--- config.mk ---
export PLATFORM = sky130hd
export DESIGN_NAME = orbb_ctrl
export DESIGN_NICKNAME = d
export VERILOG_FILES = /design/src/design/orbb_pkg.sv /design/src/design/orbb_ctrl.sv
export SDC_FILE = /design/constraint.sdc
export NUM_CORES = 1
export LEC_CHECK = 0
export ABC_AREA = 1
export CORE_UTILIZATION = 30
export CTS_CLUSTER_SIZE = 28
export DETAILED_ROUTE_END_ITERATION = 6
export DONT_BUFFER_PORTS = 1
export PLACE_DENSITY = 0.54
export SYNTH_ARGS = -nofsm -noshare
export SYNTH_HDL_FRONTEND = slang
export SYNTH_SLANG_ARGS = --single-unit
--- constraint.sdc ---
create_clock -name clock -period 1.15 [get_ports clock]
set_input_delay 0.115 -clock clock [delete_from_list [all_inputs] [get_ports clock]]
set_output_delay 0.115 -clock clock [all_outputs]
set_load 0.005 [all_outputs]
--- src/design/orbb_pkg.sv ---
// Shared types and constants for the overwriting byte ring buffer.
// Holds transaction field layouts, operation codes and controller/datapath types.
// No dependencies.
`timescale 1ns / 1ps

package orbb_pkg;

   localparam int KIND_W     = 3;
   localparam int VALUE_W    = 8;
   localparam int OFFSET_W   = 9;
   localparam int ECOUNT_W   = 10;
   localparam int DATA_W     = 8;
   localparam int FILL_W     = 10;

   localparam int VALUE_LSB  = 0;
   localparam int OFFSET_LSB = VALUE_LSB + VALUE_W;
   localparam int ECOUNT_LSB = OFFSET_LSB + OFFSET_W;
   localparam int CLEAR_BIT  = ECOUNT_LSB + ECOUNT_W;
   localparam int REQ_TDATA_W = 32;

   localparam int RDATA_LSB  = 0;
   localparam int OK_BIT     = RDATA_LSB + DATA_W;
   localparam int FILL_LSB   = OK_BIT + 1;
   localparam int EMPTY_BIT  = FILL_LSB + FILL_W;
   localparam int FULL_BIT   = EMPTY_BIT + 1;
   localparam int RSP_PAD_W  = 3;
   localparam int RSP_TDATA_W = FULL_BIT + 1 + RSP_PAD_W;

   localparam logic [VALUE_W-1:0] POP_MARK = 8'hFE;

   typedef enum logic [KIND_W-1:0] {
      KIND_PUSH  = 3'd0,
      KIND_POP   = 3'd1,
      KIND_PEEK  = 3'd2,
      KIND_ERASE = 3'd3,
      KIND_FIND  = 3'd4,
      KIND_FLUSH = 3'd5
   } kind_type;

   typedef enum logic [3:0] {
      ST_CLEAR,
      ST_IDLE,
      ST_PEEK_WRAP,
      ST_PEEK_READ,
      ST_ERASE,
      ST_FIND_READ,
      ST_FIND_CMP,
      ST_SWEEP,
      ST_FINISH
   } state_type;

   typedef enum logic [3:0] {
      OP_NONE,
      OP_START,
      OP_PEEK_WRAP,
      OP_PEEK_READ,
      OP_ERASE_STEP,
      OP_FIND_READ,
      OP_FIND_CMP,
      OP_SWEEP_STEP,
      OP_LOAD_OUT
   } dp_op_type;

   typedef struct packed {
      dp_op_type op;
   } dp_cmd_type;

   typedef struct packed {
      logic occ_zero;
      logic sum_wrap;
      logic erase_ok;
      logic cnt_zero;
      logic match;
      logic walk_last;
   } dp_status_type;

endpackage

--- src/design/orbb_ctrl.sv ---
// Controller state machine for the overwriting byte ring buffer.
// Sequences datapath operations per transaction; uses orbb_pkg.
`timescale 1ns / 1ps

module orbb_ctrl (
   input  logic                   clock,
   input  logic                   reset,
   input  logic                   req_tvalid,
   input  orbb_pkg::kind_type     req_kind,
   input  logic                   req_clear,
   output logic                   req_tready,
   output logic                   rsp_tvalid,
   input  logic                   rsp_tready,
   output orbb_pkg::dp_cmd_type   cmd,
   input  orbb_pkg::dp_status_type status
);
   import orbb_pkg::*;

   state_type state_ff, state_in;
   logic      rsp_tvalid_ff, rsp_tvalid_in;
   logic      accept;
   logic      out_free;

   assign req_tready = (state_ff == ST_IDLE);
   assign accept     = req_tvalid && req_tready;
   assign out_free   = !rsp_tvalid_ff || rsp_tready;
   assign rsp_tvalid = rsp_tvalid_ff;

   always_comb begin
      state_in = state_ff;
      unique case (state_ff)
         ST_CLEAR: begin
            if (status.walk_last) state_in = ST_IDLE;
         end
         ST_IDLE: begin
            if (accept) begin
               case (req_kind)
                  KIND_PEEK:  state_in = status.occ_zero ? ST_FINISH : ST_PEEK_WRAP;
                  KIND_ERASE: state_in = ST_ERASE;
                  KIND_FIND:  state_in = ST_FIND_READ;
                  KIND_FLUSH: state_in = req_clear ? ST_SWEEP : ST_FINISH;
                  default:    state_in = ST_FINISH;
               endcase
            end
         end
         ST_PEEK_WRAP: begin
            if (!status.sum_wrap) state_in = ST_PEEK_READ;
         end
         ST_PEEK_READ: state_in = ST_FINISH;
         ST_ERASE: begin
            if (!status.erase_ok || status.cnt_zero) state_in = ST_FINISH;
         end
         ST_FIND_READ: state_in = status.cnt_zero ? ST_FINISH : ST_FIND_CMP;
         ST_FIND_CMP:  state_in = status.match ? ST_FINISH : ST_FIND_READ;
         ST_SWEEP: begin
            if (status.walk_last) state_in = ST_FINISH;
         end
         ST_FINISH: begin
            if (out_free) state_in = ST_IDLE;
         end
         default: state_in = ST_IDLE;
      endcase
   end

   always_comb begin
      cmd.op = OP_NONE;
      unique case (state_ff)
         ST_CLEAR:     cmd.op = OP_SWEEP_STEP;
         ST_IDLE:      cmd.op = accept ? OP_START : OP_NONE;
         ST_PEEK_WRAP: cmd.op = OP_PEEK_WRAP;
         ST_PEEK_READ: cmd.op = OP_PEEK_READ;
         ST_ERASE: begin
            cmd.op = (status.erase_ok && !status.cnt_zero) ? OP_ERASE_STEP : OP_NONE;
         end
         ST_FIND_READ: cmd.op = status.cnt_zero ? OP_NONE : OP_FIND_READ;
         ST_FIND_CMP:  cmd.op = OP_FIND_CMP;
         ST_SWEEP:     cmd.op = OP_SWEEP_STEP;
         ST_FINISH:    cmd.op = out_free ? OP_LOAD_OUT : OP_NONE;
         default:      cmd.op = OP_NONE;
      endcase
   end

   always_comb begin
      rsp_tvalid_in = rsp_tvalid_ff;
      if (rsp_tready) rsp_tvalid_in = 1'b0;
      if (cmd.op == OP_LOAD_OUT) rsp_tvalid_in = 1'b1;
   end

   always_ff @(posedge clock) begin
      if (reset) begin
         state_ff      <= ST_CLEAR;
         rsp_tvalid_ff <= 1'b0;
      end else begin
         state_ff      <= state_in;
         rsp_tvalid_ff <= rsp_tvalid_in;
      end
   end

endmodule

# == Word level (Yosys, flattened, before mapping) ==
# Cells that the tools add are included.
# totals
register_bits,5
latch_bits,0
ramBits,0
romBits,0
input_bits,14
wordCells,51
n_memories,0
# op_classes
add_sub_neg,0
mul,0
n_div,0
magnitude_cmp,0
n_eq_ne,19
shifts,0
mux,19
bitwise_logic,0
n_reduce_logical,11
# ops
op,count
two-way mux 4 bit,11
case mux 4 bit (9 select lines),1
case mux 4 bit (8 select lines),1
"equality test 4 x 3 -> 1 bit, second input constant",4
case mux 4 bit (4 select lines),1
"!= test 2 bit, second input constant",5
"equality test 4 x 2 -> 1 bit, second input constant",2
"equality test 4 bit, second input constant",2
"equality test 3 x 2 -> 1 bit, second input constant",2
"equality test 3 bit, second input constant",2
two-way mux 3 bit,2
AND reduction 6 bit,1
"equality test 4 x 1 -> 1 bit, second input constant",1
logical NOT 4 bit,1
logical NOT 1 bit,3
two-way mux 1 bit,3
logical AND 1 bit,2
logical OR 1 bit,2
"!= test 2 x 1 -> 1 bit, second input constant",1
nonzero test 2 bit,1
OR reduction 2 bit,1

# == Depth between registers and ports, before layout ==
# Gate-level depths: netlist of the first run.
# logic_depth
depth_word,6
mapped_depth,10
depth_no_buf,9

# == Worst setup path after synthesis of the first run ==
# Ideal clock, no wire load.
# synth_path
path_kind,register to register
from,register state_ff[1]
to,register state_ff[2]
setup_ps,66
t_arrival_ps,1102
required_time_ps,1084
slack_ps,-18
stages_incl_launch_ff,9
n_path_buf,1
synth_period_minus_slack_ps,1168
cell_sequence,dfxtp_1 -> buf_2 -> inv_1 -> nand2_1 -> nor3_2 -> nand2_1 -> nand2_1 -> nand2_1 -> a21oi_2
# synth_between
elab_chain_cells,4
word_cells_on_any_way,18
cone_classes,14 x eq/ne; 1 x mux; 3 x reduce/logical
# synth_lines
element,line_no,text
from (decl),orbb_ctrl.sv:19,"state_type state_ff, state_in;"
from (signal assigned),orbb_ctrl.sv:94,state_ff <= state_in;
equality test 4 x 1 -> 1 bit *,orbb_ctrl.sv:24,assign req_tready = (state_ff == ST_IDLE);
via req_tready,orbb_ctrl.sv:11,"output logic req_tready,"
logical AND 1 bit,orbb_ctrl.sv:25,assign accept = req_tvalid && req_tready;
!= test 2 x 1 -> 1 bit (no source line),-,
AND reduction 6 bit (no source line),-,
# The timed path passes the listed nets; every way through them passes the cells marked *.
# A chain may end at the register's enable or synchronous reset.

==> flow_metrics.tcl, run 1 <==
set metrics [dict create \
    outcome "complete, but fails checks" \
    violations "negative setup slack" \
    io_buffer_count 0 \
    maxSlewHeadroom 0.848 \
    min_period_over_period 1.16 \
    fmax_mhz 751 \
    fin_ws_ns -0.181 \
    dpl-instance-area_um2 719 \
    worst_slew_pin_slew_ns 0.228 \
    ys_types 18 \
    hp-start "status[0]" \
    antennaDiodeCount 0 \
    cts.sinks 5 \
    cts_made_buffers 3 \
    vias 787 \
    cts_buffer_depth 2 \
    yosys_warnings 0 \
    ir_worst_vdd_v 0.000767 \
    maxSlewViolCount 0 \
    cts_max_level 1 \
    die_h_um 45.7 \
    crit_chain "inv_2 -> nor2_4 -> nand2_2 -> nand2_2 -> buf_6 -> a21oi_4 -> nand3b_1" \
    grt_overflow 0 \
    grt_pass1_vias 694 \
    die-area_um2 2080 \
    timing.rr.start "state_ff[2]" \
    grt_first_pass_wirelength_um 2700 \
    core_um2 1760 \
    cpLargestDelayFamily "flip-flops" \
    syn_nets 126 \
    drv_cap 0 \
    synth_area_um2 572 \
    drt_wl_total_um 1870 \
    rsz0062_at_grt "yes" \
    leakage_nw 0.486 \
    path_common_cell "nand2_2" \
    cts_tree "done" \
    final_cell_mix "nand2_1 (28), buf_4 (18), inv_1 (15)" \
    num_rows 15 \
    synth-seq-area-share 0.175 \
    worstSetupEndpointType "primary output" \
    avgRoutedWirePerCell_um 11.4 \
    die_w_um 45.7 \
    final.setup.tns_ns -0.959 \
    grt_max_degree 7 \
    drt_iter0_drc 12 \
    detailed_place_hpwl_um 1290 \
    hold_viol_final 0 \
    syn_area_per_cell_um2 5.11 \
    syn_to_final_growth_pct 69.6 \
    crit_path_start "state_ff[2]" \
    fin_skew_ns 0.00883 \
    first_pass_iters 4 \
    syn_inst 112 \
    nets 155 \
    insertion_delay_ns 0.24 \
    antenna_found_initial 0 \
    drc 0 \
    max_stage_delay_ns 0.37 \
    clk_pin_slew_ns 0.05 \
    min_period_ns 1.33 \
    critPathKind "reg -> out" \
    final_area_um2 970 \
    place.gp.congestion 0.859 \
    via_per_inst 4.77 \
    setup_violations 9 \
    start_util 0.324 \
    slowest_stage "dfxtp_4" \
    power_density_nw_per_um2 1010 \
    startpoint_type "flip-flop" \
    crit_buf_inv 2 \
    crit_arrival_ns 1.22 \
    mostFrequentLayoutCell "nand2_1" \
    ant_nets 0 \
    min_path_type "in -> reg" \
    crit_fanout 5 \
    required_ns 1.03 \
    root_buffer "clkbuf_4" \
    io_pins 20 \
    dp_slack_ns -0.166 \
    drive_above_1_share 0.457 \
    grt_usage 0.179 \
    ys_ff_latch 5 \
]
[worst register-to-register path, cell delays in order, from the launching register on]
cell,delay (ns)
dfxtp_4,0.40
inv_2,0.06
nor2_4,0.12
nand2_2,0.08
buf_4,0.14
o21ai_4,0.13
inv_2,0.05
nand2_2,0.07
nand2_1,0.06
a21oi_1,0.10
[through the flow]
stage,utilization,power (mW),hold slack (ns),cells
finish,0.550,0.979,0.161,165
detailed placement,0.408,0.580,0.173,151
floorplan,-,0.442,0.170,112
global route,0.550,1.05,0.170,165
CTS,0.508,0.903,0.178,162
global placement,0.408,0.577,0.171,151
[where the power goes]
| group | internal (mW) | switching [mW] | total, mW | leakage [nW] |
|---|---|---|---|---|
| Combinational | 0.261 | 0.285 | 0.546 | 0.427 |
| Clock | 0.131 | 0.0741 | 0.205 | 0.0150 |
| Sequential | 0.191 | 0.0361 | 0.228 | 0.0436 |
| Total | 0.584 | 0.395 | 0.979 | 0.486 |
[cell families after synthesis]
| logic type | count (synthesis) | synth area share |
|---|---|---|
| AND/OR/NAND/NOR | 78 | 0.602 |
| buffers and inverters | 20 | 0.133 |
| AO/OA/AOI/OAI | 9 | 0.0897 |
| flip-flops | 5 | 0.175 |
[flip-flops by register name, summed over array words and instances (netlist names)]
signal and cells:
state_ff 4, rsp_tvalid 1
[worst paths after layout]
kind / end / slack, ns / cells past startpoint
max: cmd[2] / -0.18 / 7
min: state_ff[2] / 0.16 / 5
max reg2reg: state_ff[1] / -0.14 / 9
min reg2reg: state_ff[2] / 0.65 / 3
[synth_stat cells]
| master | count | area, um2 |
|---|---|---|
| nand2_1 | 37 | 139 |
| nor2_1 | 19 | 71.3 |
| inv_1 | 17 | 63.8 |
| nand3_1 | 12 | 60.1 |
| dfxtp_1 | 5 | 100 |
| a21oi_1 | 4 | 20.0 |
| nor2_2 | 3 | 18.8 |
| inv_2 | 2 | 7.51 |
| nand2_2 | 2 | 12.5 |
| nand3b_1 | 2 | 15.0 |
| o21ai_0 | 2 | 10.0 |
| a21oi_2 | 1 | 8.76 |
| buf_2 | 1 | 5.00 |
| nand4_1 | 1 | 6.26 |
| nor2_4 | 1 | 11.3 |
| nor3_2 | 1 | 10.0 |
| o211ai_1 | 1 | 7.51 |
| o21ai_1 | 1 | 5.00 |
[routing by layer]
layer	up-vias	global-route usage	routed length [um]
met5	-	0	0
met4	0	0.0545	17
met3	2	0.0397	81
met2	25	0.326	995
met1	359	0.203	779
li1	401	-	-
[repair_timing]
action | CTS | global route
setup buffers | 6 | 3
resized for setup | 28 | 15
hold buffers | 1 | 0
endpoints found under the hold margin | 5 | 0
pin swaps | 12 | 11
setup endpoints to repair | 9 | 9
[area by class of cell]
class                           count  area [um2]
Fill cell                         188         795
Inverter                           19        71.3
Multi-Input combinational cell     87         513
Timing Repair Buffer               25         213
Clock buffer                        4        26.3
Sequential cell                     5         115
Tap cell                           25        31.3
Note: power is estimated with default switching activity, not from simulation.
==> run 2, diff against run 1 <==
--- a/config.mk
+++ b/config.mk
@@ -10,7 +10,7 @@
 export CTS_CLUSTER_SIZE = 28
 export DETAILED_ROUTE_END_ITERATION = 6
 export DONT_BUFFER_PORTS = 1
-export PLACE_DENSITY = 0.54
+export PLACE_DENSITY = 0.53
 export SYNTH_ARGS = -nofsm -noshare
 export SYNTH_HDL_FRONTEND = slang
 export SYNTH_SLANG_ARGS = --single-unit
==> constraint.sdc (replaced) <==
create_clock -name clock -period 1.5 [get_ports clock]
set_input_delay 0.15 -clock clock [delete_from_list [all_inputs] [get_ports clock]]
set_output_delay 0.15 -clock clock [all_outputs]
set_load 0.005 [all_outputs]
==> run 2 against run 1 <==
  * Clock skew down 0.0050 ns
  * Power down 46%
  * Register-to-register slack better by 0.29 ns
  * Sequential cell count unchanged
  * Highest routed layer is now met3
  * The flow now finishes without violations
  * Sequential share of layout area up 4.4 points
  * Global-route usage down 2.8 points
  * Largest power group unchanged
  * Critical path depth down 2
  * Final cell count down 15%
  * Worst hold slack worse by 0.0054 ns
==> flow_metrics.tcl, run 2 (same netlist as run 1, synthesis figures left out) <==
set metrics [dict create \
    drt_wl_total_um 1430 \
    timing.rr.start "state_ff[0]" \
    grt_max_degree 9 \
    fmax_mhz 710 \
    crit_buf_inv 0 \
    regArea_um2 104 \
    multiInputGateArea_um2 395 \
    power_density_nw_per_um2 823 \
    worstSetupEndpointType "primary output" \
    start_util 0.324 \
    reg2regPathDepth 6 \
    fin_skew_ns 0.00387 \
    grt_first_pass_wirelength_um 2300 \
    first_pass_iters 4 \
    grt_pass1_vias 587 \
    antenna_found_initial 0 \
    nets 131 \
    power_mw 0.525 \
    crit_chain "nor2_2 -> nand2_1 -> nand2_1 -> a21oi_1 -> nand3b_1" \
    rsz0062_at_grt "no" \
    crit_fanout 7 \
    fillCellCount 214 \
    path_common_cell "nand2_1" \
    top_register "state_ff" \
    min_period_over_period 0.939 \
    clk_pin_slew_ns 0.04 \
    cts_max_level 1 \
    via_per_inst 4.70 \
    ant_nets 0 \
    critPathCapture "cmd[2]" \
    io_buffer_count 0 \
    io_pins 20 \
    cp.depth 5 \
    largest_reg_flops 4 \
    die_w_um 45.7 \
    mostFrequentLayoutCell "nand2_1" \
    crit_path_start "state_ff[0]" \
    maxSlewHeadroom 0.761 \
    critPathKind "reg -> out" \
    drt_iter0_drc 27 \
    hold_viol_final 0 \
    slowest_stage "dfxtp_1" \
    cts_made_buffers 3 \
    cts.sinks 5 \
    die_h_um 45.7 \
    max_stage_delay_ns 0.48 \
    outcome "complete, no violations" \
    required_ns 1.35 \
    insertion_delay_ns 0.23 \
    dpl-instance-area_um2 598 \
    vias 662 \
    cts_setup_buffers 0 \
    place.gp.congestion 0.863 \
    setup_violations 0 \
    drv_cap 0 \
    num_rows 15 \
    reg2reg_slack_ns 0.15 \
    syn_to_final_growth_pct 11.6 \
    r2r-end "state_ff[1]" \
    min_path_type "in -> reg" \
    die-area_um2 2080 \
    crit_arrival_ns 1.26 \
    hold_slack_ns 0.156 \
    avgRoutedWirePerCell_um 10.1 \
    min_period_ns 1.41 \
    startpoint_type "flip-flop" \
    worst_slew_pin_slew_ns 0.357 \
    root_buffer "clkbuf_4" \
    drive_above_1_share 0.138 \
    leakage_nw 0.341 \
    ir_worst_vdd_v 0.000458 \
    cpLargestDelayFamily "flip-flops" \
    core_um2 1760 \
    cts_buffer_depth 2 \
    detailed_place_hpwl_um 1210 \
    hp-start "rsp_tready" \
    drc 0 \
    maxSlewViolCount 0 \
    final_area_um2 638 \
    cts_tree "done" \
    grt_overflow 0 \
    antennaDiodeCount 0 \
    final_cell_mix "nand2_1 (37), nor2_1 (19), inv_1 (17)" \
    final.setup.tns_ns 0 \
    grt_usage 0.151 \
]
-- run 2: cell types whose count changed in the layout (fill, tap and decap cells not counted), moves of 3 or more --
cell     before  now
buf_4        18    0
buf_6         6    0
dfxtp_2       0    3
dfxtp_4       4    0
nand2_1      28   37
nand2_2      11    2
nand3_1       8   12
nand3_2       4    0
nor2_1       14   19
nor2_4        7    1
-- run 2: cell type report --
class,count,share of cell area
Tap cell,25,0.0490
Timing Repair Buffer,1,0.0157
Clock buffer,4,0.0412
Multi-Input combinational cell,87,0.620
Sequential cell,5,0.163
Inverter,19,0.112
-- run 2: what timing repair did --
item / 4_1_cts / 5_1_grt
endpoints found under the hold margin: 5 / 0
endpoints found under the setup margin: 0 / 2
gates resized for setup: 0 / 3
hold buffers: 1 / 0
-- run 2: worst min-delay path: cells and delay by family --
kind             cells  cell delay [ns]
AND/OR/NAND/NOR      3             0.19
-- run 2: how the worst min path moves through the flow --
| stage | depth (start not counted) | slack, ns | end |
|---|---|---|---|
| 6_report | 3 | 0.16 | rsp_tvalid |
| 5_1_grt | 3 | 0.16 | rsp_tvalid |
| 4_1_cts | 3 | 0.15 | rsp_tvalid |
| 3_5_place_dp | 1 | 0.21 | state_ff[2] |
| 3_3_place_gp | 1 | 0.21 | state_ff[2] |
| 2_1_floorplan | 1 | 0.21 | state_ff[2] |
-- run 2: per-stage QoR --
stage / instances / worst slack, ns / utilization
after floorplan: 112 / 0.332 / -
after global placement: 136 / 0.155 / 0.339
after detailed placement: 136 / 0.159 / 0.339
after CTS: 141 / 0.0533 / 0.360
after global routing: 141 / 0.0259 / 0.362
final: 141 / 0.0912 / 0.362
-- run 2: layer usage --
layer / share of wire / track usage
met2: 0.47 / 0.234
met5: 0 / 0
met1: 0.49 / 0.210
met4: 0 / 0.0606
met3: 0.043 / 0.0159
-- run 2: report_power, final --
part	switching (mW)	internal [mW]	total, mW
clock	0.0507	0.100	0.151
sequential	0.0258	0.147	0.173
combinational	0.133	0.0685	0.202
total	0.210	0.316	0.525
==> run 3, diff against run 2 <==
==> constraint.sdc (replaced) <==
create_clock -name clock -period 1.8 [get_ports clock]
set_input_delay 0.18 -clock clock [delete_from_list [all_inputs] [get_ports clock]]
set_output_delay 0.18 -clock clock [all_outputs]
set_load 0.005 [all_outputs]
==> run 3 against run 2 <==
  * Wire length unchanged
  * Final cell count stayed put
  * Final area fell by 0.59%
  * Power fell by 17%
  * Global-route usage increased by 0.094 points
  * Sequential cell count unchanged
  * Worst hold slack worse by 0.15 ns
  * First-iteration DRC count decreased by 63%
  * Critical path type unchanged
  * Largest cell class unchanged
  * Highest routed layer unchanged
==> flow_metrics.tcl, run 3 (same netlist as run 1, synthesis figures left out) <==
set metrics [dict create \
    ir_worst_vdd_v 0.000353 \
    clkPwrFrac 0.293 \
    cts_made_buffers 3 \
    detailed_place_hpwl_um 1180 \
    worst_slew_pin_slew_ns 0.372 \
    outcome "complete, no violations" \
    largest_reg_flops 4 \
    clk_pin_slew_ns 0.04 \
    top_register "state_ff" \
    num_rows 15 \
    wl_met2_um 691 \
    required_ns 1.62 \
    cts_tree "done" \
    via_per_inst 4.74 \
    leakage_nw 0.340 \
    cts_buffer_depth 2 \
    crit_fanout 8 \
    fin_skew_ns 0.00157 \
    core_um2 1760 \
    grt_pass1_vias 556 \
    fmax_mhz 679 \
    io_buffer_count 0 \
    power_frac_comb 0.382 \
    drv_cap 0 \
    power_density_nw_per_um2 691 \
    hold_slack_ns 0.00507 \
    grt_overflow 0 \
    drt_wl_total_um 1430 \
    die-area_um2 2080 \
    die_w_um 45.7 \
    multiInputGateArea_um2 395 \
    drc 0 \
    drt-met1-wl_um 667 \
    regArea_um2 100 \
    hold_viol_final 0 \
    cts_setup_buffers 0 \
    critPathKind "reg -> out" \
    antenna_found_initial 0 \
    highest_layer "met3" \
    avgRoutedWirePerCell_um 10.1 \
    place_inst 136 \
    maxSlewViolCount 0 \
    power_switching_mw 0.176 \
    grt_max_degree 9 \
    fillCellCount 217 \
    io_pins 20 \
    min_period_ns 1.47 \
    final_cells 141 \
    mostFrequentLayoutCell "nand2_1" \
    insertion_delay_ns 0.24 \
    root_buffer "clkbuf_4" \
    final_cell_mix "nand2_1 (37), nor2_1 (19), inv_1 (17)" \
    die_h_um 45.7 \
    min_path_type "in -> reg" \
    reg2regPathDepth 8 \
    cts_max_level 1 \
    drt_iter0_drc 10 \
    setup_violations 0 \
    nets 131 \
    pwr-share-seq 0.325 \
    switching_share 0.402 \
    ant_nets 0 \
    syn_to_final_growth_pct 10.9 \
    p_int_mw 0.262 \
    first_pass_iters 4 \
    wl_met3_um 70 \
    power_mw 0.438 \
    min_period_over_period 0.818 \
    grt_usage 0.152 \
    maxSlewHeadroom 0.751 \
    worstSetupEndpointType "primary output" \
    startpoint_type "flip-flop" \
    grt_first_pass_wirelength_um 2280 \
    cts.sinks 5 \
    place.gp.congestion 0.864 \
    start_util 0.324 \
    vias 669 \
    antennaDiodeCount 0 \
    rsz0062_at_grt "no" \
    drive_above_1_share 0.112 \
    crit_arrival_ns 1.29 \
    final.setup.tns_ns 0 \
    hold_depth 1 \
]
-- run 3: cell counts in the layout (fill, tap and decap cells not counted) --
No cell type changed its count.
-- run 3: timing repair --
item / 4_1_cts / 5_1_grt
resized for setup: 0 / 0
hold buffers: 0 / 1
hold endpoints to repair: 0 / 3
endpoints found under the setup margin: 0 / 0
-- run 3: critical path: stages, from the launching register on --
cell	delay, ns
dfxtp_1	0.49
inv_1	0.09
nand2_1	0.10
nor2_1	0.07
a21oi_1	0.18
nand3b_1	0.12
-- run 3: per-stage QoR --
step,util,setup WS (ns),area [um2]
floorplan,-,0.632,572
global placement,0.339,0.452,598
detailed placement,0.339,0.426,598
CTS,0.354,0.336,624
global route,0.360,0.190,634
finish,0.360,0.328,634
-- run 3: power groups by stage --
| stage | logic [mW] | registers (mW) | clock network (mW) |
|---|---|---|---|
| 2_1_floorplan | 0.139 | 0.138 | 0 |
| 3_3_place_gp | 0.165 | 0.145 | 0 |
| 3_5_place_dp | 0.167 | 0.144 | 0 |
| 4_1_cts | 0.167 | 0.142 | 0.129 |
| 5_1_grt | 0.195 | 0.145 | 0.141 |
| 6_report | 0.168 | 0.142 | 0.128 |
-- run 3: final cells by class --
class,count,share of cell area
Multi-Input combinational cell,87,0.623
Sequential cell,5,0.158
Inverter,19,0.112
Tap cell,25,0.0493
Clock buffer,4,0.0414
Timing Repair Buffer,1,0.0158
-- run 3: final timing paths --
check,end,start,slack [ns]
worst max register to register,state_ff[2],state_ff[0],0.42
worst min register to register,state_ff[1],state_ff[1],0.59
worst min-delay path,state_ff[3],reset,0.005
worst max-delay path,cmd[2],state_ff[1],0.33
-- run 3: routing by layer --
metal | global-route usage | up-vias
met5 | 0 | -
met4 | 0.0364 | 0
met3 | 0.0317 | 0
met2 | 0.249 | 27
met1 | 0.200 | 288
li1 | - | 354
